**config.mk**
```make
export PLATFORM = sky130hd
export DESIGN_NAME = sbcr_disp
export DESIGN_NICKNAME = d
export VERILOG_FILES = /design/src/hdl/assert_macros.svh /design/src/hdl/sbcr_disp.sv
export SDC_FILE = /design/constraint.sdc
export NUM_CORES = 1
export LEC_CHECK = 0
export ABC_AREA = 1
export BUFFER_PORTS_ARGS = -buffer_cell sky130_fd_sc_hd__buf_2
export CAP_MARGIN = 20
export CORE_ASPECT_RATIO = 0.75
export CORE_UTILIZATION = 28
export DETAILED_ROUTE_END_ITERATION = 6
export GPL_ROUTABILITY_DRIVEN = 0
export SYNTH_ARGS = -nofsm -noshare
export SYNTH_HDL_FRONTEND = slang
export SYNTH_SLANG_ARGS = --single-unit
export TNS_END_PERCENT = 50
```
**constraint.sdc**
```tcl
create_clock -name vclk -period 7.8
set_clock_uncertainty 0.05 [all_clocks]
set_input_delay 1.17 -clock vclk [all_inputs]
set_output_delay 1.17 -clock vclk [all_outputs]
set_load 0.05 [all_outputs]
```
**src/hdl/assert_macros.svh**
```systemverilog
// ---------------------------------------------------------------------------
// assert_macros.svh
// Assertion shorthands shared by the RTL; expects clk and arst_n in scope.
// ---------------------------------------------------------------------------
`ifndef ASSERT_MACROS_SVH
`define ASSERT_MACROS_SVH

// check sampled on clk, switched off while reset is applied
`define ASSERT_CLK(label, prop, msg) \
	label: assert property (@(posedge clk) disable iff (!arst_n) prop) else $error(msg);

// check sampled on clk that also holds during reset
`define ASSERT_ALWAYS(label, prop, msg) \
	label: assert property (@(posedge clk) prop) else $error(msg);

`endif

```
**src/hdl/sbcr_disp.sv**
```systemverilog
// ---------------------------------------------------------------------------
// sbcr_disp
// Displacement over one time step: floor(vel * time_step / 65536), Q24.8.
// ---------------------------------------------------------------------------
`timescale 1ns / 1ps

module sbcr_disp (
	input  logic signed [31:0] vel,
	input  logic [15:0]        time_step,
	output logic signed [31:0] disp
);

	logic signed [47:0] prod;

	// 32 x 17 signed product; arithmetic shift gives the floor
	assign prod = vel * $signed({1'b0, time_step});
	assign disp = prod[47:16];

endmodule

```
==> impl_metrics.tcl <==
set metrics [dict create \
    status "completed" \
    dp.final_hpwl_mm 46.78 \
    synthTopCellsByArea "fa_1 51%, inv_1 17%, nand2_1 15%" \
    core_area_sq_mm 0.06669 \
    synth.yosys.seq_area_share 0 \
    cts_hold_buf 0 \
    yosysMostFrequentCell "inv_1" \
    syn_area_sq_mm 0.01888 \
    synth.avg_cell_area_sq_um 7.370 \
    via_per_inst 4.277 \
    nFillCells 6962 \
    max_freq_mhz 130.7 \
    period_needed_ns 7.653 \
    antenna_left 0 \
    grt_max_degree 33 \
    postLayoutCoreUtil 0.3518 \
    hold_viol 0 \
    area_growth_pct 24.29 \
    arrival_ns 6.43 \
    start_kind "primary input" \
    synth_top_cells_by_count "844 x inv_1, 734 x nand2_1, 482 x fa_1" \
    worstPathMaxFanout 18 \
    die_area_sq_mm 0.06847 \
    dr.pass1.iters 7 \
    min-delay-path-class "primary input to primary output" \
    diodes 0 \
    critPathCaptureType "primary output" \
    stdcell_count 3655 \
    worstSetupPathType "primary input to primary output" \
    relSlewSlack 0.6014 \
    setup_violations 0 \
    io_pins 80 \
    portBuffers 80 \
    nClkBuffers 0 \
    whs_ns 3.675 \
    grt_pass1_wl_mm 87.46 \
    flops_and_latches 0 \
    drc 0 \
    drtIter0Drc 1035 \
    synth.net_count 3203 \
    dr_total_vias 15630 \
    start_util 0.2830 \
    netlist.area_leader.share 0.5112 \
    routedWlPerCell_microns 15.11 \
    routed_wl_mm 55.24 \
    grt_pass1_vias 16520 \
    drv_slew 0 \
    antenna_found_initial 2 \
    synth_cell_types 30 \
    seqCellArea_sq_um 0 \
    dp.cells 3637 \
    yosysWarnings 0 \
    row_count 82 \
    nNetsFinal 3417 \
    drive_gt1_frac 0.1937 \
    yosysTopAreaCell "fa_1" \
    synth_cells 2561 \
    critPathRequiredTime_ns 6.58 \
    grtUsageTotal 0.1600 \
    final.period_utilization 0.9811 \
    dieWidth_microns 301.8 \
    worst_pin_slew_ns 0.5979 \
    die_h_microns 226.9 \
    rsz0062_at_grt "true" \
    maxCapViolations 0 \
    grt_overflow 0 \
]
-- cell families (layout without fill, tap and decap cells) --
logic type,after synthesis,after routing,share of synthesized area
AOI/OAI and AO/OA,102,102,0.02976
xor gates and xnor gates,23,23,0.01067
adders and majority gates,594,594,0.5854
buffers and inverters,956,1168,0.1901
and+or+nand+nor,886,886,0.1840
-- per-layer routing --
metal,share of wire,wire length [microns],global-route usage,up-vias
li1,-,-,-,7471
met1,0.48,26660,0.2346,7694
met2,0.44,24320,0.2664,421
met3,0.067,3676,0.01111,42
met4,0.010,567,0.01466,4
met5,0.00031,17,0,-
-- placed cells by master (no fill, tap or decap), types with 4 or more instances in the layout --
cell / instances
a21oi_2: 18
buf_8: 8
ha_2: 4
nor2_2: 31
nor3_2: 5
fa_1: 473
o21ai_0: 8
buf_4: 225
clkbuf_4: 15
buf_6: 27
o21ai_2: 7
o21bai_1: 9
inv_1: 826
nand3_2: 5
ha_4: 27
xor2_2: 4
clkbuf_16: 9
nor2_1: 40
nor2_4: 13
nand2_2: 56
nand3_1: 32
fa_2: 9
ha_1: 81
buf_2: 19
buf_12: 19
nand4_1: 12
o21ai_1: 12
xnor2_1: 6
a21oi_1: 35
inv_2: 20
xor2_1: 11
nand3b_1: 4
nand2_1: 679
-- path summary, 6_finish.rpt --
kind,from,end,slack [ns],cells after the start
worst min-delay path,time_step[15],disp[31],3.67,13
worst max-delay path,time_step[4],disp[22],0.15,25
-- metrics by stage --
stage	area, sq um	TNS (ns)	setup slack (ns)
CTS	22080	-0.01025	-0.01025
global placement	21910	-5.219	-0.2559
detailed placement	21910	-5.468	-0.3034
global route	23460	-0.4637	-0.05568
floorplan	18910	-0.3680	-0.06686
finish	23460	0	0.1471
-- repair_timing --
item | in CTS | in global routing
buffers inserted | 1 | 8
gates cloned | 0 | 10
setup endpoints to repair | 31 | 32
pin swaps | 3 | 73
resized for setup | 57 | 311
-- critical path, cell delays in order --
cell and delay, ns:
buf_2 0.14, buf_12 0.16, buf_4 0.16, nand2_1 0.06, inv_1 0.05, fa_1 0.49
inv_1 0.06, fa_1 0.56, fa_1 0.43, fa_1 0.55, inv_1 0.07, fa_1 0.50
fa_1 0.45, ha_4 0.31, nand2_2 0.09, o21ai_2 0.22, inv_1 0.07, nand2_2 0.13
nand2_1 0.06, nand2_1 0.14, nand2_1 0.10, nand2_1 0.08, nand2_1 0.05, nand2_1 0.14
buf_6 0.18
-- area by class of cell --
type	count	area (sq um)	area share
tap	882	1104	0.04704
timing repair buffer	322	2927	0.1247
multi-input combinational	1605	16260	0.6929
inverter	846	3176	0.1354
Power is not shown: default switching activity piles up to over one toggle a cycle in this logic, so the estimate is an artifact.
