===== src/hdl/assert_macros.svh =====
// ---------------------------------------------------------------------------
// assert_macros.svh
// Assertion shorthands shared by the RTL; expects clk and arst_n in scope.
// ---------------------------------------------------------------------------
`ifndef ASSERT_MACROS_SVH
`define ASSERT_MACROS_SVH

// check sampled on clk, switched off while reset is applied
`define ASSERT_CLK(label, prop, msg) \
	label: assert property (@(posedge clk) disable iff (!arst_n) prop) else $error(msg);

// check sampled on clk that also holds during reset
`define ASSERT_ALWAYS(label, prop, msg) \
	label: assert property (@(posedge clk) prop) else $error(msg);

`endif


===== src/hdl/sbcr_pkg.sv =====
// ---------------------------------------------------------------------------
// sbcr_pkg
// Types, constants and helpers for the swept box collision resolver.
// ---------------------------------------------------------------------------
`timescale 1ns / 1ps

package sbcr_pkg;

	// width of the internal compare and snap arithmetic
	localparam int WIDE_W = 36;

	typedef logic signed [WIDE_W-1:0] wide_t;

	localparam wide_t WIDE_POS_MAX = 36'sd2147483647;
	localparam wide_t WIDE_POS_MIN = -36'sd2147483648;

	// time step after reset, Q0.16 seconds
	localparam logic [15:0] TIME_STEP_RESET = 16'd1092;

	// input item
	typedef struct packed {
		logic signed [31:0] a_pos_x;
		logic signed [31:0] a_pos_y;
		logic signed [31:0] a_vel_x;
		logic signed [31:0] a_vel_y;
		logic signed [31:0] b_pos_x;
		logic signed [31:0] b_pos_y;
		logic signed [31:0] b_vel_x;
		logic signed [31:0] b_vel_y;
		logic [31:0]        a_size;
		logic [31:0]        b_size;
		logic [3:0]         pair_flags;
	} in_t;

	// result item
	typedef struct packed {
		logic signed [31:0] new_a_pos_x;
		logic signed [31:0] new_a_pos_y;
		logic signed [31:0] new_a_vel_x;
		logic signed [31:0] new_a_vel_y;
		logic signed [31:0] new_b_pos_x;
		logic signed [31:0] new_b_pos_y;
		logic signed [31:0] new_b_vel_x;
		logic signed [31:0] new_b_vel_y;
		logic               a_grounded;
		logic               b_grounded;
		logic               touched;
	} out_t;

	// working state of one pair as it moves down the pipe
	typedef struct packed {
		logic signed [31:0] ax;
		logic signed [31:0] ay;
		logic signed [31:0] avx;
		logic signed [31:0] avy;
		logic signed [31:0] bx;
		logic signed [31:0] by;
		logic signed [31:0] bvx;
		logic signed [31:0] bvy;
		logic [15:0]        aw;
		logic [15:0]        ah;
		logic [15:0]        bw;
		logic [15:0]        bh;
		logic               aimm;
		logic               bimm;
		logic               solid;
		logic               corner;
	} pair_t;

	// contact status collected along the pipe
	typedef struct packed {
		logic ag;
		logic bg;
		logic touch;
	} stat_t;

	// sign-extend a Q24.8 position into the wide domain
	function automatic wide_t wpos(input logic signed [31:0] p);
		return wide_t'(p);
	endfunction

	// whole-pixel size to Q24.8 in the wide domain
	function automatic wide_t wsz(input logic [15:0] s);
		return wide_t'({s, 8'h00});
	endfunction

	// clamp a wide value to the signed 32-bit range
	function automatic logic signed [31:0] sat32(input wide_t v);
		logic signed [31:0] r;
		if (v > WIDE_POS_MAX) begin
			r = 32'sh7fffffff;
		end else if (v < WIDE_POS_MIN) begin
			r = 32'sh80000000;
		end else begin
			r = v[31:0];
		end
		return r;
	endfunction

endpackage


===== src/hdl/sbcr_vert.sv =====
// ---------------------------------------------------------------------------
// sbcr_vert
// Vertical resolve: A hit from below or from above, snap and velocity exchange.
// Also carries the plain swept overlap test for non-solid pairs.
// ---------------------------------------------------------------------------
`timescale 1ns / 1ps

module sbcr_vert (
	input  sbcr_pkg::pair_t    pair_in,
	input  logic signed [31:0] dax,
	input  logic signed [31:0] day,
	input  logic signed [31:0] dbx,
	input  logic signed [31:0] dby,
	output sbcr_pkg::pair_t    pair_out,
	output sbcr_pkg::stat_t    stat
);

	sbcr_pkg::wide_t ax, ay, bx, by, aw, ah, bw, bh;
	sbcr_pkg::wide_t wdax, wday, wdbx, wdby, cax, cbx;
	logic xov, hit_bot, hit_top, ns_ov;
	logic signed [31:0] avy_n, bvy_n;
	logic signed [31:0] ay_bot, by_bot, ay_top, by_top;

	// widen operands
	always_comb begin
		ax   = sbcr_pkg::wpos(pair_in.ax);
		ay   = sbcr_pkg::wpos(pair_in.ay);
		bx   = sbcr_pkg::wpos(pair_in.bx);
		by   = sbcr_pkg::wpos(pair_in.by);
		aw   = sbcr_pkg::wsz(pair_in.aw);
		ah   = sbcr_pkg::wsz(pair_in.ah);
		bw   = sbcr_pkg::wsz(pair_in.bw);
		bh   = sbcr_pkg::wsz(pair_in.bh);
		wdax = sbcr_pkg::wpos(dax);
		wday = sbcr_pkg::wpos(day);
		wdbx = sbcr_pkg::wpos(dbx);
		wdby = sbcr_pkg::wpos(dby);
		cax  = pair_in.corner ? wdax : '0;
		cbx  = pair_in.corner ? wdbx : '0;
	end

	// contact tests
	assign xov     = (ax + aw + cax > bx + cbx) && (ax + cax < bx + bw + cbx);
	assign hit_bot = (ay + wday < by + wdby + bh) && (ay >= by + bh) && xov;
	assign hit_top = (ay + ah + wday > by + wdby) && (ay + ah <= by) && xov;
	assign ns_ov   = (ay + wday < by + bh + wdby) && (ay + ah + wday > by + wdby) &&
	                 (ax + wdax < bx + bw + wdbx) && (ax + aw + wdax > bx + wdbx);

	// velocity exchange, B follows the value A just took
	assign avy_n = pair_in.bimm ? pair_in.bvy : '0;
	assign bvy_n = pair_in.aimm ? avy_n : '0;

	// snap candidates, B placed against the snapped A
	always_comb begin
		ay_bot = pair_in.aimm ? pair_in.ay : sbcr_pkg::sat32(by + bh);
		by_bot = pair_in.bimm ? pair_in.by : sbcr_pkg::sat32(sbcr_pkg::wpos(ay_bot) - bh);
		ay_top = pair_in.aimm ? pair_in.ay : sbcr_pkg::sat32(by - ah);
		by_top = pair_in.bimm ? pair_in.by : sbcr_pkg::sat32(sbcr_pkg::wpos(ay_top) + ah);
	end

	// select result
	always_comb begin
		pair_out   = pair_in;
		stat.ag    = 1'b0;
		stat.bg    = 1'b0;
		stat.touch = 1'b0;
		if (!pair_in.solid) begin
			stat.touch = ns_ov;
		end else if (hit_bot) begin
			pair_out.avy = avy_n;
			pair_out.bvy = bvy_n;
			pair_out.ay  = ay_bot;
			pair_out.by  = by_bot;
			stat.bg      = 1'b1;
			stat.touch   = 1'b1;
		end else if (hit_top) begin
			pair_out.avy = avy_n;
			pair_out.bvy = bvy_n;
			pair_out.ay  = ay_top;
			pair_out.by  = by_top;
			stat.ag      = 1'b1;
			stat.touch   = 1'b1;
		end
	end

endmodule


===== config.mk =====
export PLATFORM = sky130hd
export DESIGN_NAME = sbcr_vert
export DESIGN_NICKNAME = d
export VERILOG_FILES = /design/src/hdl/assert_macros.svh /design/src/hdl/sbcr_pkg.sv /design/src/hdl/sbcr_vert.sv
export SDC_FILE = /design/constraint.sdc
export NUM_CORES = 2
export LEC_CHECK = 0
export ABC_AREA = 1
export BUFFER_PORTS_ARGS = -buffer_cell sky130_fd_sc_hd__clkbuf_2
export CORE_AREA = 2 2 307 309
export DETAILED_ROUTE_END_ITERATION = 16
export DIE_AREA = 0 0 309 311
export PLACE_DENSITY = 0.63
export SETUP_SLACK_MARGIN = 0.02
export SLEW_MARGIN = 20
export SYNTH_ARGS = -nofsm -noshare
export SYNTH_HDL_FRONTEND = slang
export SYNTH_SLANG_ARGS = --single-unit

===== constraint.sdc =====
create_clock -name vclk -period 14.9
set_input_delay 0.745 -clock vclk [all_inputs]
set_output_delay 0.745 -clock vclk [all_outputs]
set_load 0.02 [all_outputs]

==> metrics.md <==
| Metric | Value |
|---|---|
| Status | `finished clean` |
| Share of cells above drive strength 1 | `11.4%` |
| Combinational family with the most area after synthesis | `simple AND/OR/NAND/NOR gates` |
| XOR/XNOR Fraction of Synth Area | `roughly 11%` |
| CP most frequent cell | `nand2_1` |
| Gpl congestion | `approximately 1.1` |
| Vias after detailed routing | `between 40k and 50k` |
| Peak VDD IR | `about 0.043 mV` |
| Drt pass-1 iters | `8` |
| Post-CTS setup buffer count | `0` |
| RSZ-0062 raised after global routing | `false` |
| Sw Pwr | `about 2.2 mW` |
| Maximum operating frequency | `between 0.09 and 0.1 GHz` |
| Mux cell area share after synthesis | `0%` |
| Hold Buf Count CTS | `0` |
| Synth area leader | `ha_1` |
| Combinational share of power | `100.0%` |
| Fin. max-slew vios | `0` |
| Clock power share | `0%` |
| Synth warn | `0` |
| Synth top area share | `between 20% and 30%` |
| Number of fill cells in the layout | `approximately 10k` |
| Compound-cell area share of the yosys netlist | `roughly 21%` |
| DP Cell Count | `7737` |
| Die X | `309 µm` |
| Synth Cell Area | `about 36000 µm²` |
| Initial DRC Count | `3874` |
| Detail Route Antenna Nets | `0` |
| FFs & Latches | `0` |
| First-pass GRT wire length | `252000 µm` |
| Hold Vio Cnt, Final | `0` |
| Seq/Total Area, Yosys | `0%` |
| Fin crit period | `~11000 ps` |
| Final Cycle Share | `just over 70%` |
| Post-route setup TNS | `0 ps` |
| CP Class | `in -> out` |
| Overall power | `between 3 and 4 mW` |
| # clk buffers | `0` |
| Worst Path Arrival | `10100 ps` |
| Startpoint types | `input pin` |
| Vias in the first global route | `about 43k` |
| CP bufs+invs | `8` |
| Required @ worst endpoint | `about 14000 ps` |
| Finished Layout Cells | `slightly below 8k` |
| Pwr/cell area | `roughly 85 nW/µm²` |
| Final setup violation count | `0` |
| Post-Syn Area per Cell | `roughly 6 µm²` |
| Fin area | `between 30000 and 40000 µm²` |
| Final hold slack | `around 1500 ps` |
| # IOs | `about 780` |
| Synth Area in Adders | `26.2%` |
| Worst setup margin | `~4100 ps` |
| Rel. slew slack | `around a quarter` |
| Slowest cell on crit path | `inv_2` |
| Total global-route track usage | `between 30% and 40%` |
| Placed instance area | `between 30000 and 40000 µm²` |
| Area of the core | `slightly above 90000 µm²` |
| Sw Share | `approximately two thirds` |
| Reg area | `0 µm²` |
| Worst Max-Slew Pin Slew | `about 1100 ps` |
| WL/cell | `22.3 µm` |
| Place WS | `between 4000 and 5000 ps` |
| Simple-gate share of the synthesized area | `28.5%` |
| Leak | `~22 nW` |
| Aggregate routed wire length | `173000 µm` |
| Total grt overflow | `0` |
| Largest delay share family, worst path | `compound AO/OA/AOI/OAI gates` |
| Multi-input gate area | `31700 µm²` |
| # rows | `112` |
| Initial antenna violation count | `5` |
| Largest net degree at the start of global routing | `64` |
| Area of the die | `96100 µm²` |
| IO Port Bufs | `between 600 and 700` |
| Post_cts resized | `0` |
| DR vias/cell | `5.71` |
| Synth top area cells | `ha_1, nand2_1, a21oi_1` |
| Int Pwr | `1.12 mW` |
| Cell variety after synth | `between 60 and 70` |
| Die Ht | `just over 300 µm` |
| Initial Utilization | `39.2%` |
| Crit path largest cell delay | `~600 ps` |
| Final core utilization | `42.5%` |
| Final Net Count | `7690` |
| Hold crit path type | `in -> out` |
| Mapped Cells | `roughly 6.1k` |
| Maxcap violations | `0` |
| Hpwl dp | `about 150000 µm` |
| Worst Setup End Kind | `output pin` |
| Post-Synthesis Net Count | `7304` |
| Power share of the sequential group | `0%` |
| Synth-to-layout area growth | `8.45%` |
| Number of remaining DRC errors | `0` |
| Worst Path Max Fanout | `37` |
[cell families (layout without fill, tap and decap cells)]
kind of cell             after synthesis  after routing
other                                  0              6
AND/OR/NAND/NOR                     2472           2472
buffers and inverters               1018           1402
adder cells (fa/ha/maj)              753            753
XOR/XNOR                             455            455
AO/OA/AOI/OAI                       1401           1401
[cells in the mapped netlist, types with 5 or more instances]
| cell type | count |
|---|---|
| o21ai_1 | 28 |
| o22ai_1 | 16 |
| nand2_1 | 1599 |
| inv_2 | 14 |
| o21bai_1 | 28 |
| a21o_1 | 25 |
| buf_2 | 15 |
| buf_1 | 6 |
| or2_2 | 6 |
| a211oi_1 | 21 |
| nand3b_1 | 12 |
| clkbuf_1 | 51 |
| nor2_2 | 5 |
| buf_4 | 203 |
| a21boi_0 | 37 |
| o21ai_0 | 334 |
| nand2_2 | 9 |
| a31oi_1 | 43 |
| fa_1 | 14 |
| xnor2_1 | 180 |
| nor3_1 | 84 |
| o221ai_1 | 17 |
| ha_1 | 739 |
| a221oi_1 | 16 |
| nor2_1 | 307 |
| nand4_1 | 77 |
| and3_1 | 8 |
| inv_1 | 717 |
| nand3_2 | 9 |
| a21boi_1 | 7 |
| a22oi_1 | 9 |
| o21a_1 | 37 |
| buf_6 | 8 |
| nand3_1 | 299 |
| xor2_1 | 275 |
| a21oi_1 | 727 |
| o211ai_1 | 28 |
| nor4_1 | 37 |
[final timing paths]
| check | from | to | slack [ps] | cells after the start |
|---|---|---|---|---|
| worst max-delay path | pair_in[132] | pair_out[277] | 4060 | 42 |
| worst min-delay path | pair_in[102] | pair_out[102] | 1490 | 0 |
[area by class of cell]
| type | instances | share of cell area (%) |
|---|---|---|
| inverters | 735 | 7.01 |
| multi-input cells | 5081 | 80.4 |
| well taps | 1254 | 3.98 |
| diodes | 6 | 0.0381 |
| repair buffers | 667 | 8.57 |
[power by group through the flow]
stage	registers [mW]	clock network [mW]	logic, mW
final	0	0.0000000176	3.34
after CTS	0	0	3.27
after floorplan	0	0	2.27
after detailed placement	0	0	3.25
after global placement	0	0	3.22
after global routing	0	0.0000000451	3.66
[routing by layer]
| layer | wire length, µm | track usage [%] | up-vias |
|---|---|---|---|
| met1 | 68400 | 41.3 | 20500 |
| met3 | 12300 | 3.26 | 476 |
| met4 | 12100 | 19.6 | 0 |
| li1 | - | - | 21300 |
| met5 | 0 | 0 | - |
| met2 | 80000 | 58.9 | 1939 |
[cells in the final DEF (no fill, tap or decap), types with 12 or more instances in the layout]
cell,instances
a211oi_1,21
a21boi_0,37
a21o_1,25
a21oi_1,727
a221oi_1,16
a31oi_1,43
buf_4,16
clkbuf_2,650
fa_1,14
ha_1,739
inv_1,714
inv_2,17
nand2_1,1599
nand3_1,299
nand3b_1,12
nand4_1,77
nor2_1,307
nor3_1,84
nor4_1,37
o211ai_1,28
o21a_1,37
o21ai_0,334
o21ai_1,27
o21bai_1,28
o221ai_1,17
o22ai_1,16
xnor2_1,180
xor2_1,275
(Power assumes the default switching activity.)
